===== src/hw/rtl/ohlc_pkg.sv =====
// ohlc_pkg: field layout, calendar constants and small tables for the hourly bar builder
`timescale 1ns / 1ps

package ohlc_pkg;

   // field widths
   localparam int YEAR_W    = 14;
   localparam int MONTH_W   = 7;
   localparam int DAY_W     = 7;
   localparam int HOUR_W    = 7;
   localparam int PRICE_W   = 32;
   localparam int START_W   = 38;
   localparam int MID_OUT_W = 33;

   // beat layout, lowest bit first
   localparam int YEAR_LSB   = 0;
   localparam int MONTH_LSB  = YEAR_LSB + YEAR_W;
   localparam int DAY_LSB    = MONTH_LSB + MONTH_W;
   localparam int HOUR_LSB   = DAY_LSB + DAY_W;
   localparam int BID_LSB    = HOUR_LSB + HOUR_W;
   localparam int ASK_LSB    = BID_LSB + PRICE_W;
   localparam int REQ_DATA_W = 104;
   localparam int RSP_USED_W = START_W + 4 * MID_OUT_W;
   localparam int RSP_DATA_W = 176;
   localparam int RSP_PAD_W  = RSP_DATA_W - RSP_USED_W;

   // command codes carried on tuser
   localparam logic CMD_TICK  = 1'b0;
   localparam logic CMD_FLUSH = 1'b1;

   // internal date widths
   localparam int ERA_W  = 5;
   localparam int YOE_W  = 9;
   localparam int DOY_W  = 9;
   localparam int HR_W   = 5;
   localparam int DAYS_W = 22;
   localparam int CENT_W = 3;

   typedef logic [YEAR_W-1:0]  year_type;
   typedef logic [DAYS_W-1:0]  days_type;
   typedef logic [START_W-1:0] start_type;

   // validity limits
   localparam logic [YEAR_W-1:0]  MIN_YEAR  = 14'd2000;
   localparam logic [MONTH_W-1:0] MAX_MONTH = 7'd12;
   localparam logic [DAY_W-1:0]   MAX_DAY   = 7'd31;
   localparam logic [HOUR_W-1:0]  MAX_HOUR  = 7'd23;

   // y / 400 as (y * 5243) >> 21, exact for 14-bit y
   localparam logic [12:0] ERA_RECIP  = 13'd5243;
   localparam int          ERA_SHIFT  = 21;
   // yoe / 100 as (yoe * 41) >> 12, exact for yoe < 400
   localparam logic [5:0]  CENT_RECIP = 6'd41;
   localparam int          CENT_SHIFT = 12;

   localparam logic [YEAR_W-1:0] YEARS_PER_ERA = 14'd400;
   localparam days_type DAYS_PER_ERA  = 22'd146097;
   localparam days_type DAYS_PER_YEAR = 22'd365;
   localparam days_type EPOCH_OFFSET  = 22'd719468;
   localparam logic [16:0] DAY_SECONDS  = 17'd86400;
   localparam logic [11:0] HOUR_SECONDS = 12'd3600;

   // days before a month, months counted from march
   function automatic logic [DOY_W-1:0] days_before_month(input logic [3:0] mshift);
      logic [DOY_W-1:0] d;
      case (mshift)
         4'd0:    d = 9'd0;
         4'd1:    d = 9'd31;
         4'd2:    d = 9'd61;
         4'd3:    d = 9'd92;
         4'd4:    d = 9'd122;
         4'd5:    d = 9'd153;
         4'd6:    d = 9'd184;
         4'd7:    d = 9'd214;
         4'd8:    d = 9'd245;
         4'd9:    d = 9'd275;
         4'd10:   d = 9'd306;
         4'd11:   d = 9'd337;
         default: d = 9'd0;
      endcase
      return d;
   endfunction

endpackage


===== src/hw/rtl/tick_to_hourly_ohlc_bars_top.sv =====
// tick_to_hourly_ohlc_bars_top: hourly open/high/low/close bar builder over parsed quote ticks
`timescale 1ns / 1ps

// Quote ticks arrive on the req stream: tdata carries year, month, day, hour, bid and
// ask, tuser says whether the beat is a tick or an end of stream flush. Invalid ticks
// (year below 2000, month, day or hour out of range, a zero price) are dropped.
// The block keeps one open bar keyed by the epoch second of its hour start. A valid
// tick in the same hour updates high, low and close; a tick in another hour sends the
// held bar out on the rsp stream and opens a new one. A flush sends the held bar and
// leaves no bar open. Each rsp beat carries start, open, high, low and close.
// Throughput is one beat per cycle unless a bar-closing beat waits on a stalled rsp:
// five register stages (input, era split, year of era, day count, hour key) feed the
// bar update, which reads and writes the held bar in the same cycle, so back to back
// ticks of the same hour need no stall; the closed bar then goes to the output register.
// When rsp is stalled with a beat waiting, ticks that emit nothing still pass;
// the next bar-closing beat waits in the last stage and backs up the pipe.
// Reset clears all stage valids, the output valid and the open-bar flag.
module tick_to_hourly_ohlc_bars_top
   import ohlc_pkg::*;
#(
   parameter int PRICE_BITS = 32
) (
   input  logic                  clock,
   input  logic                  reset,
   input  logic                  req_tvalid,
   output logic                  req_tready,
   input  logic [REQ_DATA_W-1:0] req_tdata,   // year, month, day, hour, bid, ask
   input  logic                  req_tuser,   // cmd
   output logic                  rsp_tvalid,
   input  logic                  rsp_tready,
   output logic [RSP_DATA_W-1:0] rsp_tdata    // bar_start, open, high, low, close
);

   localparam int USED_BITS = (PRICE_BITS < PRICE_W) ? PRICE_BITS : PRICE_W;
   localparam int MID_W     = USED_BITS + 1;

   // stage 1: input register
   logic                 s1_vld_ff, s1_vld_in;
   logic                 s1_cmd_ff;
   year_type             s1_year_ff;
   logic [MONTH_W-1:0]   s1_month_ff;
   logic [DAY_W-1:0]     s1_day_ff;
   logic [HOUR_W-1:0]    s1_hour_ff;
   logic [USED_BITS-1:0] s1_bid_ff, s1_ask_ff;

   // stage 2: era split
   logic                 s2_vld_ff, s2_vld_in;
   logic                 s2_cmd_ff, s2_ok_ff, s2_ok_in;
   logic [MID_W-1:0]     s2_mid_ff, s2_mid_in;
   year_type             s2_y_ff, s2_y_in;
   logic [ERA_W-1:0]     s2_era_ff, s2_era_in;
   logic [DOY_W-1:0]     s2_doy_ff, s2_doy_in;
   logic [HR_W-1:0]      s2_hour_ff;

   // stage 3: year of era
   logic                 s3_vld_ff, s3_vld_in;
   logic                 s3_cmd_ff, s3_ok_ff;
   logic [MID_W-1:0]     s3_mid_ff;
   logic [ERA_W-1:0]     s3_era_ff;
   logic [YOE_W-1:0]     s3_yoe_ff, s3_yoe_in;
   logic [DOY_W-1:0]     s3_doy_ff;
   logic [HR_W-1:0]      s3_hour_ff;

   // stage 4: day count
   logic                 s4_vld_ff, s4_vld_in;
   logic                 s4_cmd_ff, s4_ok_ff;
   logic [MID_W-1:0]     s4_mid_ff;
   days_type             s4_days_ff, s4_days_in;
   logic [HR_W-1:0]      s4_hour_ff;

   // stage 5: hour key
   logic                 s5_vld_ff, s5_vld_in;
   logic                 s5_cmd_ff, s5_ok_ff;
   logic [MID_W-1:0]     s5_mid_ff;
   start_type            s5_key_ff, s5_key_in;

   // held bar
   logic                 open_ff, open_in;
   start_type            held_start_ff, held_start_in;
   logic [MID_W-1:0]     held_open_ff, held_open_in;
   logic [MID_W-1:0]     held_high_ff, held_high_in;
   logic [MID_W-1:0]     held_low_ff, held_low_in;
   logic [MID_W-1:0]     held_close_ff, held_close_in;

   // output register
   logic                 rsp_vld_ff, rsp_vld_in;
   start_type            rsp_start_ff;
   logic [MID_W-1:0]     rsp_open_ff, rsp_high_ff, rsp_low_ff, rsp_close_ff;

   // flow control
   logic req_acc, ld2, ld3, ld4, ld5;
   logic rdy2, rdy3, rdy4, rdy5;
   logic p_emit, p_go, p_new, out_free;

   // intermediate arithmetic
   logic [YEAR_W+12:0]   era_prod;
   logic [MONTH_W-1:0]   mshift;
   year_type             yoe_full;
   logic [YOE_W+5:0]     cent_prod;
   logic [CENT_W-1:0]    cent;

   // ---------------------------------------------------------------- handshake
   assign out_free   = !rsp_vld_ff || rsp_tready;
   assign p_new      = s5_key_ff != held_start_ff;
   assign p_emit     = open_ff && ((s5_cmd_ff == CMD_FLUSH) || (s5_ok_ff && p_new));
   assign p_go       = s5_vld_ff && (!p_emit || out_free);

   assign rdy5       = !s5_vld_ff || p_go;
   assign rdy4       = !s4_vld_ff || rdy5;
   assign rdy3       = !s3_vld_ff || rdy4;
   assign rdy2       = !s2_vld_ff || rdy3;
   assign req_tready = !s1_vld_ff || rdy2;
   assign req_acc    = req_tvalid && req_tready;
   assign ld2        = s1_vld_ff && rdy2;
   assign ld3        = s2_vld_ff && rdy3;
   assign ld4        = s3_vld_ff && rdy4;
   assign ld5        = s4_vld_ff && rdy5;

   always_comb begin
      s1_vld_in  = req_acc ? 1'b1 : (rdy2 ? 1'b0 : s1_vld_ff);
      s2_vld_in  = ld2 ? 1'b1 : (rdy3 ? 1'b0 : s2_vld_ff);
      s3_vld_in  = ld3 ? 1'b1 : (rdy4 ? 1'b0 : s3_vld_ff);
      s4_vld_in  = ld4 ? 1'b1 : (rdy5 ? 1'b0 : s4_vld_ff);
      s5_vld_in  = ld5 ? 1'b1 : (p_go ? 1'b0 : s5_vld_ff);
      rsp_vld_in = (p_go && p_emit) ? 1'b1 : (rsp_tready ? 1'b0 : rsp_vld_ff);
   end

   // ---------------------------------------------------------------- stage 1 -> 2
   always_comb begin
      s2_y_in   = s1_year_ff - {{(YEAR_W-1){1'b0}}, (s1_month_ff <= 7'd2)};
      era_prod  = (YEAR_W+13)'(s2_y_in) * (YEAR_W+13)'(ERA_RECIP);
      s2_era_in = era_prod[ERA_SHIFT +: ERA_W];
      // months counted from march so the leap day falls at the end of the year
      mshift    = (s1_month_ff > 7'd2) ? (s1_month_ff - 7'd3) : (s1_month_ff + 7'd9);
      s2_doy_in = days_before_month(mshift[3:0]) + DOY_W'(s1_day_ff) - 9'd1;
      s2_mid_in = {1'b0, s1_bid_ff} + {1'b0, s1_ask_ff};
      s2_ok_in  = (s1_year_ff >= MIN_YEAR) &&
                  (s1_month_ff != 7'd0) && (s1_month_ff <= MAX_MONTH) &&
                  (s1_day_ff != 7'd0) && (s1_day_ff <= MAX_DAY) &&
                  (s1_hour_ff <= MAX_HOUR) &&
                  (s1_bid_ff != '0) && (s1_ask_ff != '0);
   end

   // ---------------------------------------------------------------- stage 2 -> 3
   always_comb begin
      yoe_full  = s2_y_ff - (YEAR_W'(s2_era_ff) * YEARS_PER_ERA);
      s3_yoe_in = yoe_full[YOE_W-1:0];
   end

   // ---------------------------------------------------------------- stage 3 -> 4
   always_comb begin
      cent_prod  = (YOE_W+6)'(s3_yoe_ff) * (YOE_W+6)'(CENT_RECIP);
      cent       = cent_prod[CENT_SHIFT +: CENT_W];
      s4_days_in = DAYS_W'(s3_era_ff) * DAYS_PER_ERA
                 + DAYS_W'(s3_yoe_ff) * DAYS_PER_YEAR
                 + DAYS_W'(s3_yoe_ff[YOE_W-1:2])
                 - DAYS_W'(cent)
                 + DAYS_W'(s3_doy_ff)
                 - EPOCH_OFFSET;
   end

   // ---------------------------------------------------------------- stage 4 -> 5
   assign s5_key_in = START_W'(s4_days_ff) * START_W'(DAY_SECONDS)
                    + START_W'(s4_hour_ff) * START_W'(HOUR_SECONDS);

   // ---------------------------------------------------------------- bar update
   always_comb begin
      open_in       = open_ff;
      held_start_in = held_start_ff;
      held_open_in  = held_open_ff;
      held_high_in  = held_high_ff;
      held_low_in   = held_low_ff;
      held_close_in = held_close_ff;
      if (p_go) begin
         if (s5_cmd_ff == CMD_FLUSH) begin
            open_in = 1'b0;
         end else if (s5_ok_ff) begin
            if (open_ff && !p_new) begin
               if (s5_mid_ff > held_high_ff) begin
                  held_high_in = s5_mid_ff;
               end
               if (s5_mid_ff < held_low_ff) begin
                  held_low_in = s5_mid_ff;
               end
               held_close_in = s5_mid_ff;
            end else begin
               open_in       = 1'b1;
               held_start_in = s5_key_ff;
               held_open_in  = s5_mid_ff;
               held_high_in  = s5_mid_ff;
               held_low_in   = s5_mid_ff;
               held_close_in = s5_mid_ff;
            end
         end
      end
   end

   // ---------------------------------------------------------------- registers
   always_ff @(posedge clock) begin
      if (reset) begin
         s1_vld_ff  <= 1'b0;
         s2_vld_ff  <= 1'b0;
         s3_vld_ff  <= 1'b0;
         s4_vld_ff  <= 1'b0;
         s5_vld_ff  <= 1'b0;
         rsp_vld_ff <= 1'b0;
         open_ff    <= 1'b0;
      end else begin
         s1_vld_ff  <= s1_vld_in;
         s2_vld_ff  <= s2_vld_in;
         s3_vld_ff  <= s3_vld_in;
         s4_vld_ff  <= s4_vld_in;
         s5_vld_ff  <= s5_vld_in;
         rsp_vld_ff <= rsp_vld_in;
         open_ff    <= open_in;
      end
   end

   always_ff @(posedge clock) begin
      if (req_acc) begin
         s1_cmd_ff   <= req_tuser;
         s1_year_ff  <= req_tdata[YEAR_LSB +: YEAR_W];
         s1_month_ff <= req_tdata[MONTH_LSB +: MONTH_W];
         s1_day_ff   <= req_tdata[DAY_LSB +: DAY_W];
         s1_hour_ff  <= req_tdata[HOUR_LSB +: HOUR_W];
         s1_bid_ff   <= req_tdata[BID_LSB +: USED_BITS];
         s1_ask_ff   <= req_tdata[ASK_LSB +: USED_BITS];
      end
      if (ld2) begin
         s2_cmd_ff  <= s1_cmd_ff;
         s2_ok_ff   <= s2_ok_in;
         s2_mid_ff  <= s2_mid_in;
         s2_y_ff    <= s2_y_in;
         s2_era_ff  <= s2_era_in;
         s2_doy_ff  <= s2_doy_in;
         s2_hour_ff <= s1_hour_ff[HR_W-1:0];
      end
      if (ld3) begin
         s3_cmd_ff  <= s2_cmd_ff;
         s3_ok_ff   <= s2_ok_ff;
         s3_mid_ff  <= s2_mid_ff;
         s3_era_ff  <= s2_era_ff;
         s3_yoe_ff  <= s3_yoe_in;
         s3_doy_ff  <= s2_doy_ff;
         s3_hour_ff <= s2_hour_ff;
      end
      if (ld4) begin
         s4_cmd_ff  <= s3_cmd_ff;
         s4_ok_ff   <= s3_ok_ff;
         s4_mid_ff  <= s3_mid_ff;
         s4_days_ff <= s4_days_in;
         s4_hour_ff <= s3_hour_ff;
      end
      if (ld5) begin
         s5_cmd_ff <= s4_cmd_ff;
         s5_ok_ff  <= s4_ok_ff;
         s5_mid_ff <= s4_mid_ff;
         s5_key_ff <= s5_key_in;
      end
      held_start_ff <= held_start_in;
      held_open_ff  <= held_open_in;
      held_high_ff  <= held_high_in;
      held_low_ff   <= held_low_in;
      held_close_ff <= held_close_in;
      // held bar goes out as it was before this beat's update
      if (p_go && p_emit) begin
         rsp_start_ff <= held_start_ff;
         rsp_open_ff  <= held_open_ff;
         rsp_high_ff  <= held_high_ff;
         rsp_low_ff   <= held_low_ff;
         rsp_close_ff <= held_close_ff;
      end
   end

   assign rsp_tvalid = rsp_vld_ff;
   assign rsp_tdata  = {{RSP_PAD_W{1'b0}},
                        MID_OUT_W'(rsp_close_ff),
                        MID_OUT_W'(rsp_low_ff),
                        MID_OUT_W'(rsp_high_ff),
                        MID_OUT_W'(rsp_open_ff),
                        rsp_start_ff};

   // ---------------------------------------------------------------- checks
   a_flush_closes_bar: assert property (@(posedge clock) disable iff (reset)
      (p_go && (s5_cmd_ff == CMD_FLUSH)) |=> !open_ff)
      else $error("bar still open after flush");

   a_bar_ordered: assert property (@(posedge clock) disable iff (reset)
      open_ff |-> (held_low_ff <= held_close_ff) && (held_close_ff <= held_high_ff) &&
                  (held_low_ff <= held_open_ff) && (held_open_ff <= held_high_ff))
      else $error("held bar prices out of order");

   a_no_overwrite: assert property (@(posedge clock) disable iff (reset)
      (p_go && p_emit) |-> (!rsp_vld_ff || rsp_tready))
      else $error("result loaded over a waiting beat");

   a_emit_needs_bar: assert property (@(posedge clock) disable iff (reset)
      (p_go && p_emit) |=> rsp_vld_ff && !$stable(rsp_vld_ff) || rsp_vld_ff)
      else $error("emitted bar not presented");

endmodule


===== config.mk =====
export PLATFORM = sky130hd
export DESIGN_NAME = tick_to_hourly_ohlc_bars_top
export DESIGN_NICKNAME = d
export VERILOG_FILES = /design/src/hw/rtl/ohlc_pkg.sv /design/src/hw/rtl/tick_to_hourly_ohlc_bars_top.sv
export SDC_FILE = /design/constraint.sdc
export NUM_CORES = 1
export LEC_CHECK = 0
export BUFFER_PORTS_ARGS = -buffer_cell sky130_fd_sc_hd__buf_2
export CELL_PAD_IN_SITES_DETAIL_PLACEMENT = 0
export CELL_PAD_IN_SITES_GLOBAL_PLACEMENT = 1
export CORE_ASPECT_RATIO = 0.7
export CORE_MARGIN = 1
export CORE_UTILIZATION = 40
export DETAILED_ROUTE_END_ITERATION = 12
export GPL_ROUTABILITY_DRIVEN = 0
export GPL_TIMING_DRIVEN = 0
export PLACE_DENSITY_LB_ADDON = 0.15
export REMOVE_ABC_BUFFERS = 1
export SLEW_MARGIN = 20
export SYNTH_ARGS = -nofsm -noshare
export SYNTH_HDL_FRONTEND = slang
export SYNTH_SLANG_ARGS = --single-unit

===== constraint.sdc =====
create_clock -name clock -period 8.38 [get_ports clock]
set_clock_uncertainty 0.15 [all_clocks]
set_input_delay 0.838 -clock clock [delete_from_list [all_inputs] [get_ports clock]]
set_output_delay 0.838 -clock clock [all_outputs]
set_load 0.01 [all_outputs]

==> After elaboration in Yosys (flattened, before gate mapping) <==
Memories as Yosys holds them, arrays and structs flattened.
Index checks and enable logic that the tools add are counted.
{ "op_classes": {"n_addsub": 13, "multipliers": 7, "order_cmp": 8, "eq_ne": 4, "n_mux": 20, "bitwise": 2, "n_reduce_logical": 49} }
{ "op_table": {"columns": ["op", "n"], "rows": [
  ["33-bit two-way mux", 4],
  ["32-bit nonzero test", 2],
  ["38-bit by 17-bit adder with 38-bit output", 1],
  ["38-bit != test", 1],
  ["32-bit by 32-bit adder with 33-bit output", 1],
  ["33-bit greater-than comparator", 1],
  ["33-bit less-than comparator", 1],
  ["22-bit by 10-bit multiplier with 31-bit output (second input constant)", 1],
  ["14-bit by 13-bit multiplier with 26-bit output (second input constant)", 1],
  ["22-bit by 18-bit adder with 22-bit output", 1],
  ["22-bit by 7-bit adder with 22-bit output", 1],
  ["22-bit by 9-bit adder with 22-bit output", 1],
  ["5-bit by 18-bit multiplier with 22-bit output (second input constant)", 1],
  ["22-bit by 20-bit subtractor with 22-bit output (second input constant)", 1],
  ["22-bit by 3-bit subtractor with 22-bit output", 1],
  ["9-bit by 9-bit multiplier with 18-bit output (second input constant)", 1],
  ["1-bit logical AND", 17],
  ["9-bit by 6-bit multiplier with 15-bit output (second input constant)", 1],
  ["1-bit two-way mux", 15],
  ["14-bit by 11-bit >= comparator with 1-bit output (second input constant)", 1],
  ["7-bit by 5-bit less-or-equal comparator with 1-bit output (second input constant)", 2],
  ["2-bit nonzero test", 7],
  ["7-bit nonzero test", 2],
  ["14-bit by 1-bit subtractor with 14-bit output", 1],
  ["other kinds (18)", 37]
]} }
{ "totals": {"reg_bits": 708, "romBits": 144, "inputBits": 109, "output_inout_bits": 178, "wordCells": 151, "n_memories": 1} }
{ "mem_list": {"columns": ["memory", "words", "word_bits", "read_ports", "rd_clocked_by_memory_dff", "wr", "line_no", "rtl"], "rows": [
  ["(no name shown)", 16, 9, 1, 0, 0, "ohlc_pkg.sv:66", "case (mshift)"]
]} }

==> Depth between registers and ports, before layout <==
Gate-level depths: netlist (run 1).
{ "depth": {"depth_word": 14, "depth_mapped": 38, "ltp_nobuf": 38} }

==> Least setup slack after synthesis (run 1) <==
Ideal clock, no wire load.
{ "synth_path": {"kind": "flip-flop to flip-flop", "startpoint": "register held_start_ff[21]", "endpoint": "register rsp_close_ff[0], enable pin", "t_arrival_ns": 7.953, "required_ns": 7.536, "setup_slack_ns": -0.417, "stages_incl_launch_ff": 9, "n_path_buf": 0, "period_less_slack_ns": 8.797, "path_cell_list": "edfxtp_1 > xor2_1 > nor4_1 > nand4_1 > nor4_1 > nand4_1 > a21o_1 > nand3_1 > nor2_1"} }
{ "synth_via": {"elab_chain_cells": 8} }
{ "synth_lines": {"columns": ["item", "line_no", "rtl"], "rows": [
  ["start: declaration", "tick_to_hourly_ohlc_bars_top.sv:79", "start_type held_start_ff, held_start_in;"],
  ["start signal: assignment", "tick_to_hourly_ohlc_bars_top.sv:260", "held_start_ff <= held_start_in;"],
  ["38-bit != test (*)", "tick_to_hourly_ohlc_bars_top.sv:104", "assign p_new = s5_key_ff != held_start_ff;"],
  ["1-bit logical AND (*)", "tick_to_hourly_ohlc_bars_top.sv:105", "assign p_emit = open_ff && ((s5_cmd_ff == CMD_FLUSH) || (s5_ok_ff && p_new));"],
  ["1-bit logical OR (*)", "tick_to_hourly_ohlc_bars_top.sv:105", null],
  ["1-bit logical AND (*)", "tick_to_hourly_ohlc_bars_top.sv:105", null],
  ["1-bit logical NOT", "tick_to_hourly_ohlc_bars_top.sv:106", "assign p_go = s5_vld_ff && (!p_emit || out_free);"],
  ["1-bit logical OR", "tick_to_hourly_ohlc_bars_top.sv:106", null],
  ["1-bit logical AND", "tick_to_hourly_ohlc_bars_top.sv:106", null],
  ["1-bit logical AND (*)", "tick_to_hourly_ohlc_bars_top.sv:266", "if (p_go && p_emit) begin"],
  ["end signal: assignment", "tick_to_hourly_ohlc_bars_top.sv:271", "rsp_close_ff <= held_close_ff;"],
  ["end: declaration", "tick_to_hourly_ohlc_bars_top.sv:88", "logic [MID_W-1:0] rsp_open_ff, rsp_high_ff, rsp_low_ff, rsp_close_ff;"]
]} }
Mark *: on every way between the ends. The rest lies on a longest branch, timed or not.
A chain may end at the register's enable or synchronous reset.

==> Worst setup path after layout (run 1) <==
{ "layout_path": {"startpoint": "register s3_yoe_ff[1]", "endpoint": "register s4_days_ff[21] (data pin)"} }
{ "layout_via": {"elab_chain_cells": 6, "word_cells_on_any_way": 7, "cone_classes": "add/sub (5); mul (2)"} }
{ "layout_lines": {"columns": ["item", "line_no", "rtl"], "rows": [
  ["start: declaration", "tick_to_hourly_ohlc_bars_top.sv:60", "logic [YOE_W-1:0] s3_yoe_ff, s3_yoe_in;"],
  ["start signal: assignment", "tick_to_hourly_ohlc_bars_top.sv:243", "s3_yoe_ff <= s3_yoe_in;"],
  ["9-bit by 9-bit multiplier with 18-bit output", "tick_to_hourly_ohlc_bars_top.sv:155", "+ DAYS_W'(s3_yoe_ff) * DAYS_PER_YEAR"],
  ["22-bit by 18-bit adder with 22-bit output", "tick_to_hourly_ohlc_bars_top.sv:155", null],
  ["22-bit by 7-bit adder with 22-bit output", "tick_to_hourly_ohlc_bars_top.sv:156", "+ DAYS_W'(s3_yoe_ff[YOE_W-1:2])"],
  ["22-bit by 3-bit subtractor with 22-bit output (*)", "tick_to_hourly_ohlc_bars_top.sv:157", "- DAYS_W'(cent)"],
  ["22-bit by 9-bit adder with 22-bit output (*)", "tick_to_hourly_ohlc_bars_top.sv:158", "+ DAYS_W'(s3_doy_ff)"],
  ["22-bit by 20-bit subtractor with 22-bit output (*)", "tick_to_hourly_ohlc_bars_top.sv:159", "- EPOCH_OFFSET;"],
  ["net s4_days_in[21]", "tick_to_hourly_ohlc_bars_top.sv:68", "days_type s4_days_ff, s4_days_in;"],
  ["end signal: assignment", "tick_to_hourly_ohlc_bars_top.sv:251", "s4_days_ff <= s4_days_in;"],
  ["end: declaration", "tick_to_hourly_ohlc_bars_top.sv:68", null]
]} }
The timed path passes the listed nets; every way through them passes the cells marked *.

==> implementation parameters, run 1 <==
Parameter                              Value

Run status
  Run status    finished, final reports clean

Synth
  Number of flip-flops and latches in the synthesized netlist    696
  Flip-flop cell with the highest count after synthesis    sky130_fd_sc_hd__edfxtp_1
  Post-synthesis instance area    38800 µm²
  Netlist cell types    81
  Mapped Avg Cell Area    13.8 µm²
  Cell taking the most area after synthesis    sky130_fd_sc_hd__edfxtp_1
  Synthesized instance count    2807
  Share of the synthesized area in the top cell type    53.4%
  Yosys Warn Count    0
  Number of enable-type register cells in the synthesized netlist    689
  Share of synthesized registers carrying an async set or reset    0%
  Leading cell types by total area after synthesis    sky130_fd_sc_hd__edfxtp_1, sky130_fd_sc_hd__ha_1, sky130_fd_sc_hd__fa_1, sky130_fd_sc_hd__inv_1, sky130_fd_sc_hd__xnor2_1
  Sequential cell area fraction in the yosys report    53.7%

Worst setup path
  Worst Path Class, Setup    flop to flop
  Kind of start point of the critical path    flop
  Worst path slowest cell    sky130_fd_sc_hd__fa_1
  Critical path data required time    8.61 ns
  Worst Setup End Kind    flop
  Critical Path Fanout Max    3
  Arrival time reported for the critical path endpoint    8.34 ns
  CP most frequent cell    sky130_fd_sc_hd__a21o_1
  Longest individual stage delay on the worst path    0.55 ns

STA
  Worst hold-check slack    0.208 ns
  Minimum clock period    8.10 ns
  Setup repair after global routing missed its margin    yes
  Part of the cycle the worst path needs    96.7%
  Final Worst Setup Slack    0.278 ns
  Final number of max-transition violations    0
  F_max    123 MHz
  Final hold vios    0
  Actual slew at the worst max-slew pin    1.02 ns
  Slew margin rel.    31.5%
  Final setup violation count    0

Floorplan
  Die outline area    98200 µm²
  Initial core utilization    40.4%
  I/O pin count    287
  Area of the core region    95900 µm²
  Die Ht    262 µm
  Horizontal die dimension    374 µm
  Number of core rows    95

Placement
  Estimated wirelength of the detail-placed design    64100 µm
  Placement-stage worst setup slack    -0.623 ns
  Number of I/O port buffers    271

Route
  Length of the first detailed-routing pass in iterations    5
  Detailed-route via count    21335
  Total Routed Length    80300 µm
  Vias/cell    4.73
  Post-detailed-route DRC marker count    0
  WL per Instance    17.8 µm
  DR iter-0 viols    1288
  Count of nets left with antenna violations after detail routing    0

Clock tree
  TritonCTS clock tree    built
  CTS sink count    696
  Number of buffers between clock root and the deepest sink    3
  Reg clk slew, reported paths    0.07 ns
  Maximum level of the CTS H-tree    3
  CTS root buf    sky130_fd_sc_hd__clkbuf_16
  Clock network latency to the later pin of the worst-skew pair    0.65 ns
  Cts bufs inserted    69

Worst hold path
  Worst hold-check path type    input port to flop

GRT
  First-pass GRT wire length    127000 µm
  Aggregate global-route resource usage    16.6%
  Via count of the first global-routing pass    22064
  Pin count of the biggest net entering global routing    38
  Congestion Overflow GR    0
  Number of antenna violations at the first check in global routing    4

Finish
  Sequential Area    20800 µm²
  Utilization after layout    46.8%
  Layout cells sized above 1    15.0%
  Leading cell types in the layout, fill and taps excluded    sky130_fd_sc_hd__edfxtp_1, sky130_fd_sc_hd__inv_1, sky130_fd_sc_hd__ha_1, sky130_fd_sc_hd__buf_2, sky130_fd_sc_hd__fa_1
  Top Registers    held_start_ff (34), rsp_start_ff (34), s5_key_ff (34)
  Multi-input gate area    16000 µm²
  Most common cell after layout, fill and taps aside    sky130_fd_sc_hd__edfxtp_1
  Area Growth Syn to Fin    15.9%
  # fillers    8495
  Final net count    3985

Run
  Max Cap Violations    0
-- synth_stat cells, types with 21 or more instances --
library cell,count
sky130_fd_sc_hd__edfxtp_1,689
sky130_fd_sc_hd__inv_1,560
sky130_fd_sc_hd__ha_1,481
sky130_fd_sc_hd__fa_1,208
sky130_fd_sc_hd__xnor2_1,125
sky130_fd_sc_hd__a21oi_1,107
sky130_fd_sc_hd__nor2_1,75
sky130_fd_sc_hd__a21o_1,55
sky130_fd_sc_hd__o21ai_0,54
sky130_fd_sc_hd__nand2_1,53
sky130_fd_sc_hd__xor2_1,51
sky130_fd_sc_hd__nand4_1,30
sky130_fd_sc_hd__nor4_1,29
sky130_fd_sc_hd__nor2b_1,27
sky130_fd_sc_hd__nand3_1,25
sky130_fd_sc_hd__nor3_1,24
sky130_fd_sc_hd__nand2b_1,21
-- metrics by stage --
stage | setup TNS, ns | cells | cell area (µm²)
detailed placement | -2.87 | 4357 | 42300
CTS | 0 | 4492 | 44800
global route | -0.0522 | 4506 | 44900
global placement | -1320.36 | 4332 | 41600
finish | 0 | 4506 | 44900
floorplan | -69.24 | 2800 | 38700
-- final cells by class --
| class | instances | share of cell area [%] |
|---|---|---|
| Inverter | 561 | 4.69 |
| Sequential cell | 696 | 46.4 |
| Clock inverter | 43 | 1.22 |
| Tap cell | 1261 | 3.51 |
| Timing Repair Buffer | 316 | 4.58 |
| Antenna cell | 1 | 0.00557 |
| Multi-Input combinational cell | 1543 | 35.6 |
| Clock buffer | 85 | 4.07 |
-- logic make-up (layout without fill, tap and decap cells) --
logic type	after synthesis	after routing	share of synthesized area, %
mux	2	2	0.0517
buf+inv	577	1005	5.68
other cells	1	11	0.00968
xor+xnor	178	178	4.06
fa+ha+maj	689	689	26.3
compound gates	326	326	5.51
flops	696	696	53.7
simple gates	338	338	4.66
-- worst paths after layout --
path	from	slack [ns]	depth (start not counted)	to
worst max-delay path	s3_yoe_ff[1]	0.28	35	s4_days_ff[21]
worst min-delay path	req_tdata[11]	0.21	1	s1_year_ff[11]
worst max register to register	s3_yoe_ff[1]	0.28	35	s4_days_ff[21]
worst min register to register	s3_mid_ff[22]	0.26	0	s4_mid_ff[22]
-- routing by layer --
layer	vias up	share of wire (%)	GRT usage [%]
met5	-	0.011	0
met3	105	4.2	3.46
met4	2	1.9	3.75
met2	375	42	24.0
met1	10325	52	25.4
li1	10528	-	-
-- critical path: cells and delay by family (launching register included) --
kind / cells / cell delay [ns]
xor+xnor: 2 / 0.26
compound gates: 15 / 2.45
simple gates: 4 / 0.73
flops: 1 / 0.41
fa+ha+maj: 10 / 3.67
buf+inv: 4 / 0.17
-- repair_timing --
| action | CTS | global route |
|---|---|---|
| pin swaps | 4 | 26 |
| endpoints found under the setup margin | 10 | 9 |
| resized for setup | 9 | 15 |
| hold buffers | 0 | 0 |
| buffers inserted | 7 | 13 |
| hold endpoints to repair | 0 | 0 |
Power of run 1 is left out: the tool's default activity adds up to more than one toggle a clock period on the data nets, which glitch-free logic cannot reach.
==> run 2: changes to the inputs <==
--- a/config.mk
+++ b/config.mk
@@ -6,8 +6,6 @@
 export NUM_CORES = 1
 export LEC_CHECK = 0
 export BUFFER_PORTS_ARGS = -buffer_cell sky130_fd_sc_hd__buf_2
-export CELL_PAD_IN_SITES_DETAIL_PLACEMENT = 0
-export CELL_PAD_IN_SITES_GLOBAL_PLACEMENT = 1
 export CORE_ASPECT_RATIO = 0.7
 export CORE_MARGIN = 1
 export CORE_UTILIZATION = 40
==> implementation parameters, run 2 (synthesized netlist as in run 1, its figures left out) <==
Parameter                              Value

Worst setup path
  Worst Path Class, Setup    flop to flop
  Worst Setup End Kind    flop
  Longest individual stage delay on the worst path    0.55 ns (about the same)
  Reg2reg start    s3_yoe_ff[1]
  Critical Path Fanout Max    3 (unchanged)
  Worst path slowest cell    sky130_fd_sc_hd__fa_1
  Count of cells along the worst register-to-register path    35 (unchanged)
  Worst setup slack for register-to-register paths    0.15 ns (-0.13 ns)
  CP most frequent cell    sky130_fd_sc_hd__a21o_1
  Kind of start point of the critical path    flop
  Arrival time reported for the critical path endpoint    8.49 ns (+0.15 ns)
  Critical R2R Capture    s4_days_ff[21]
  Critical path data required time    8.64 ns (+0.03 ns)

STA
  Actual slew at the worst max-slew pin    1.08 ns (+0.0565 ns)
  Part of the cycle the worst path needs    98.2% (+1.5 points)
  Worst hold-check slack    0.206 ns (-0.00150 ns)
  Final Worst Setup Slack    0.148 ns (-0.130 ns)
  Final number of max-transition violations    0 (unchanged)
  Final setup violation count    0 (unchanged)
  Minimum clock period    8.23 ns (+0.130 ns)
  Setup repair after global routing missed its margin    yes
  Final hold vios    0 (unchanged)
  F_max    121 MHz (-1.6%)
  Slew margin rel.    26.3% (-5.1 points)

Placement
  Placement-stage worst setup slack    -0.627 ns (-0.00404 ns)
  Estimated wirelength of the detail-placed design    63100 µm (-1.6%)
  Number of I/O port buffers    271 (unchanged)
  Placed cells    4359 (+0.046%)

Floorplan
  Die outline area    98200 µm² (unchanged)
  I/O pin count    287 (unchanged)
  Initial core utilization    40.4% (unchanged)
  Number of core rows    95 (unchanged)
  Area of the core region    95900 µm² (unchanged)
  Die Ht    262 µm (unchanged)
  Horizontal die dimension    374 µm (unchanged)

Route
  WL per Instance    17.6 µm (-1.5%)
  Detailed-route via count    21356 (+0.098%)
  Post-detailed-route DRC marker count    0 (unchanged)
  Vias/cell    4.74 (+0.17%)
  Length of the first detailed-routing pass in iterations    5 (unchanged)
  DR iter-0 viols    1434 (+11%)
  Count of nets left with antenna violations after detail routing    0 (unchanged)
  Total Routed Length    79100 µm (-1.5%)

Clock tree
  Number of buffers inserted for hold repair after clock tree synthesis    0 (unchanged)
  CTS sink count    696 (unchanged)
  Clock network latency to the later pin of the worst-skew pair    0.66 ns (about the same)
  Reg clk slew, reported paths    0.07 ns (about the same)
  Maximum level of the CTS H-tree    3 (unchanged)
  Number of buffers between clock root and the deepest sink    3 (unchanged)
  CTS root buf    sky130_fd_sc_hd__clkbuf_16
  TritonCTS clock tree    built
  Cts bufs inserted    69 (unchanged)

GRT
  First-pass GRT wire length    125000 µm (-1.2%)
  Number of antenna violations at the first check in global routing    5 (+1)
  Congestion Overflow GR    0 (unchanged)
  Via count of the first global-routing pass    22140 (+0.34%)
  Aggregate global-route resource usage    16.2% (-0.33 points)
  Pin count of the biggest net entering global routing    54 (+42%)

Finish
  Area Growth Syn to Fin    16.0% (about the same)
  Leading cell types in the layout, fill and taps excluded    sky130_fd_sc_hd__edfxtp_1, sky130_fd_sc_hd__inv_1, sky130_fd_sc_hd__ha_1, sky130_fd_sc_hd__buf_2, sky130_fd_sc_hd__fa_1
  Final net count    3984 (-0.025%)
  Most common cell after layout, fill and taps aside    sky130_fd_sc_hd__edfxtp_1
  Non-filler cells, final    4503 (-0.067%)
  Layout cells sized above 1    14.9% (-0.11 points)
  Diodes inserted    0 (-1)
  Top Registers    held_start_ff (34), rsp_start_ff (34), s5_key_ff (34)

Worst hold path
  Number of cells traversed by the worst hold path    1 (unchanged)
  HP Start    req_tdata[12]
  Worst hold-check path type    input port to flop
  Hold Path Sink    s1_year_ff[12]

Run
  Max Cap Violations    0 (unchanged)

Run status
  Run status    finished, final reports clean
==> run 2: cell types whose count changed in the layout (fill, tap and decap cells not counted), moves of 2 or more <==
| cell | change |
|---|---|
| sky130_fd_sc_hd__clkinvlp_4 | +4 |
| sky130_fd_sc_hd__clkinv_2 | -3 |
| sky130_fd_sc_hd__buf_12 | -5 |
| sky130_fd_sc_hd__buf_16 | +7 |
| sky130_fd_sc_hd__clkinv_1 | +6 |
| sky130_fd_sc_hd__inv_6 | -2 |
| sky130_fd_sc_hd__buf_4 | -3 |
| sky130_fd_sc_hd__clkbuf_1 | -6 |
| sky130_fd_sc_hd__a21oi_4 | +2 |
| sky130_fd_sc_hd__inv_16 | +2 |
==> run 2: worst max-delay path: cells and delay by family (launching register included) <==
family          cells  cell delay (ns)
compound gates     15             2.53
xor+xnor            2             0.26
fa+ha+maj          10             3.72
buf+inv             4             0.16
flops               1             0.44
simple gates        4             0.74
==> run 2: final cells by class <==
class / instances / area, µm²
clock inverters: 48 / 543
multi-input cells: 1543 / 16000
fillers: 8421 / 51000
inverters: 561 / 2110
well taps: 1261 / 1580
clock buffers: 79 / 1810
repair buffers: 315 / 2130
flip-flops and latches: 696 / 20800
==> run 2: per-layer routing <==
| layer | share of wire [%] | vias to the layer above | GRT usage (%) |
|---|---|---|---|
| li1 | - | 10517 | - |
| met1 | 51 | 10295 | 24.4 |
| met2 | 42 | 440 | 24.0 |
| met3 | 4.4 | 100 | 3.16 |
| met4 | 2.1 | 4 | 4.05 |
| met5 | 0.035 | - | 0 |
==> run 2: repair_timing <==
action	4_1_cts	5_1_grt
resized for setup	5	17
endpoints found under the hold margin	0	0
buffers inserted	8	9
pin swaps	4	25
cloned	0	0
setup endpoints to repair	10	8
==> run 2: stage by stage <==
| stage | TNS, ns | area, µm² | util (%) |
|---|---|---|---|
| after floorplan | -69.24 | 38700 | - |
| after global placement | -1198.64 | 41600 | 43.4 |
| after detailed placement | -2.29 | 42400 | 44.2 |
| after CTS | -0.0421 | 44800 | 46.7 |
| after global routing | -0.151 | 45000 | 46.9 |
| final | 0 | 45000 | 46.9 |
==> run 2: worst max-delay path by stage <==
stage | startpoint | to | slack, ns | depth (start not counted)
final | s3_yoe_ff[1] | s4_days_ff[21] | 0.15 | 35
after global routing | s3_yoe_ff[1] | s4_days_ff[21] | -0.13 | 35
after CTS | s3_yoe_ff[1] | s4_days_ff[21] | -0.04 | 34
after detailed placement | s3_yoe_ff[3] | s4_days_ff[21] | -0.63 | 34
after global placement | s5_key_ff[5] | rsp_start_ff[37] | -3.63 | 6
after floorplan | held_start_ff[21] | rsp_close_ff[0] | -0.42 | 8
Power of run 2 is left out for the same reason.
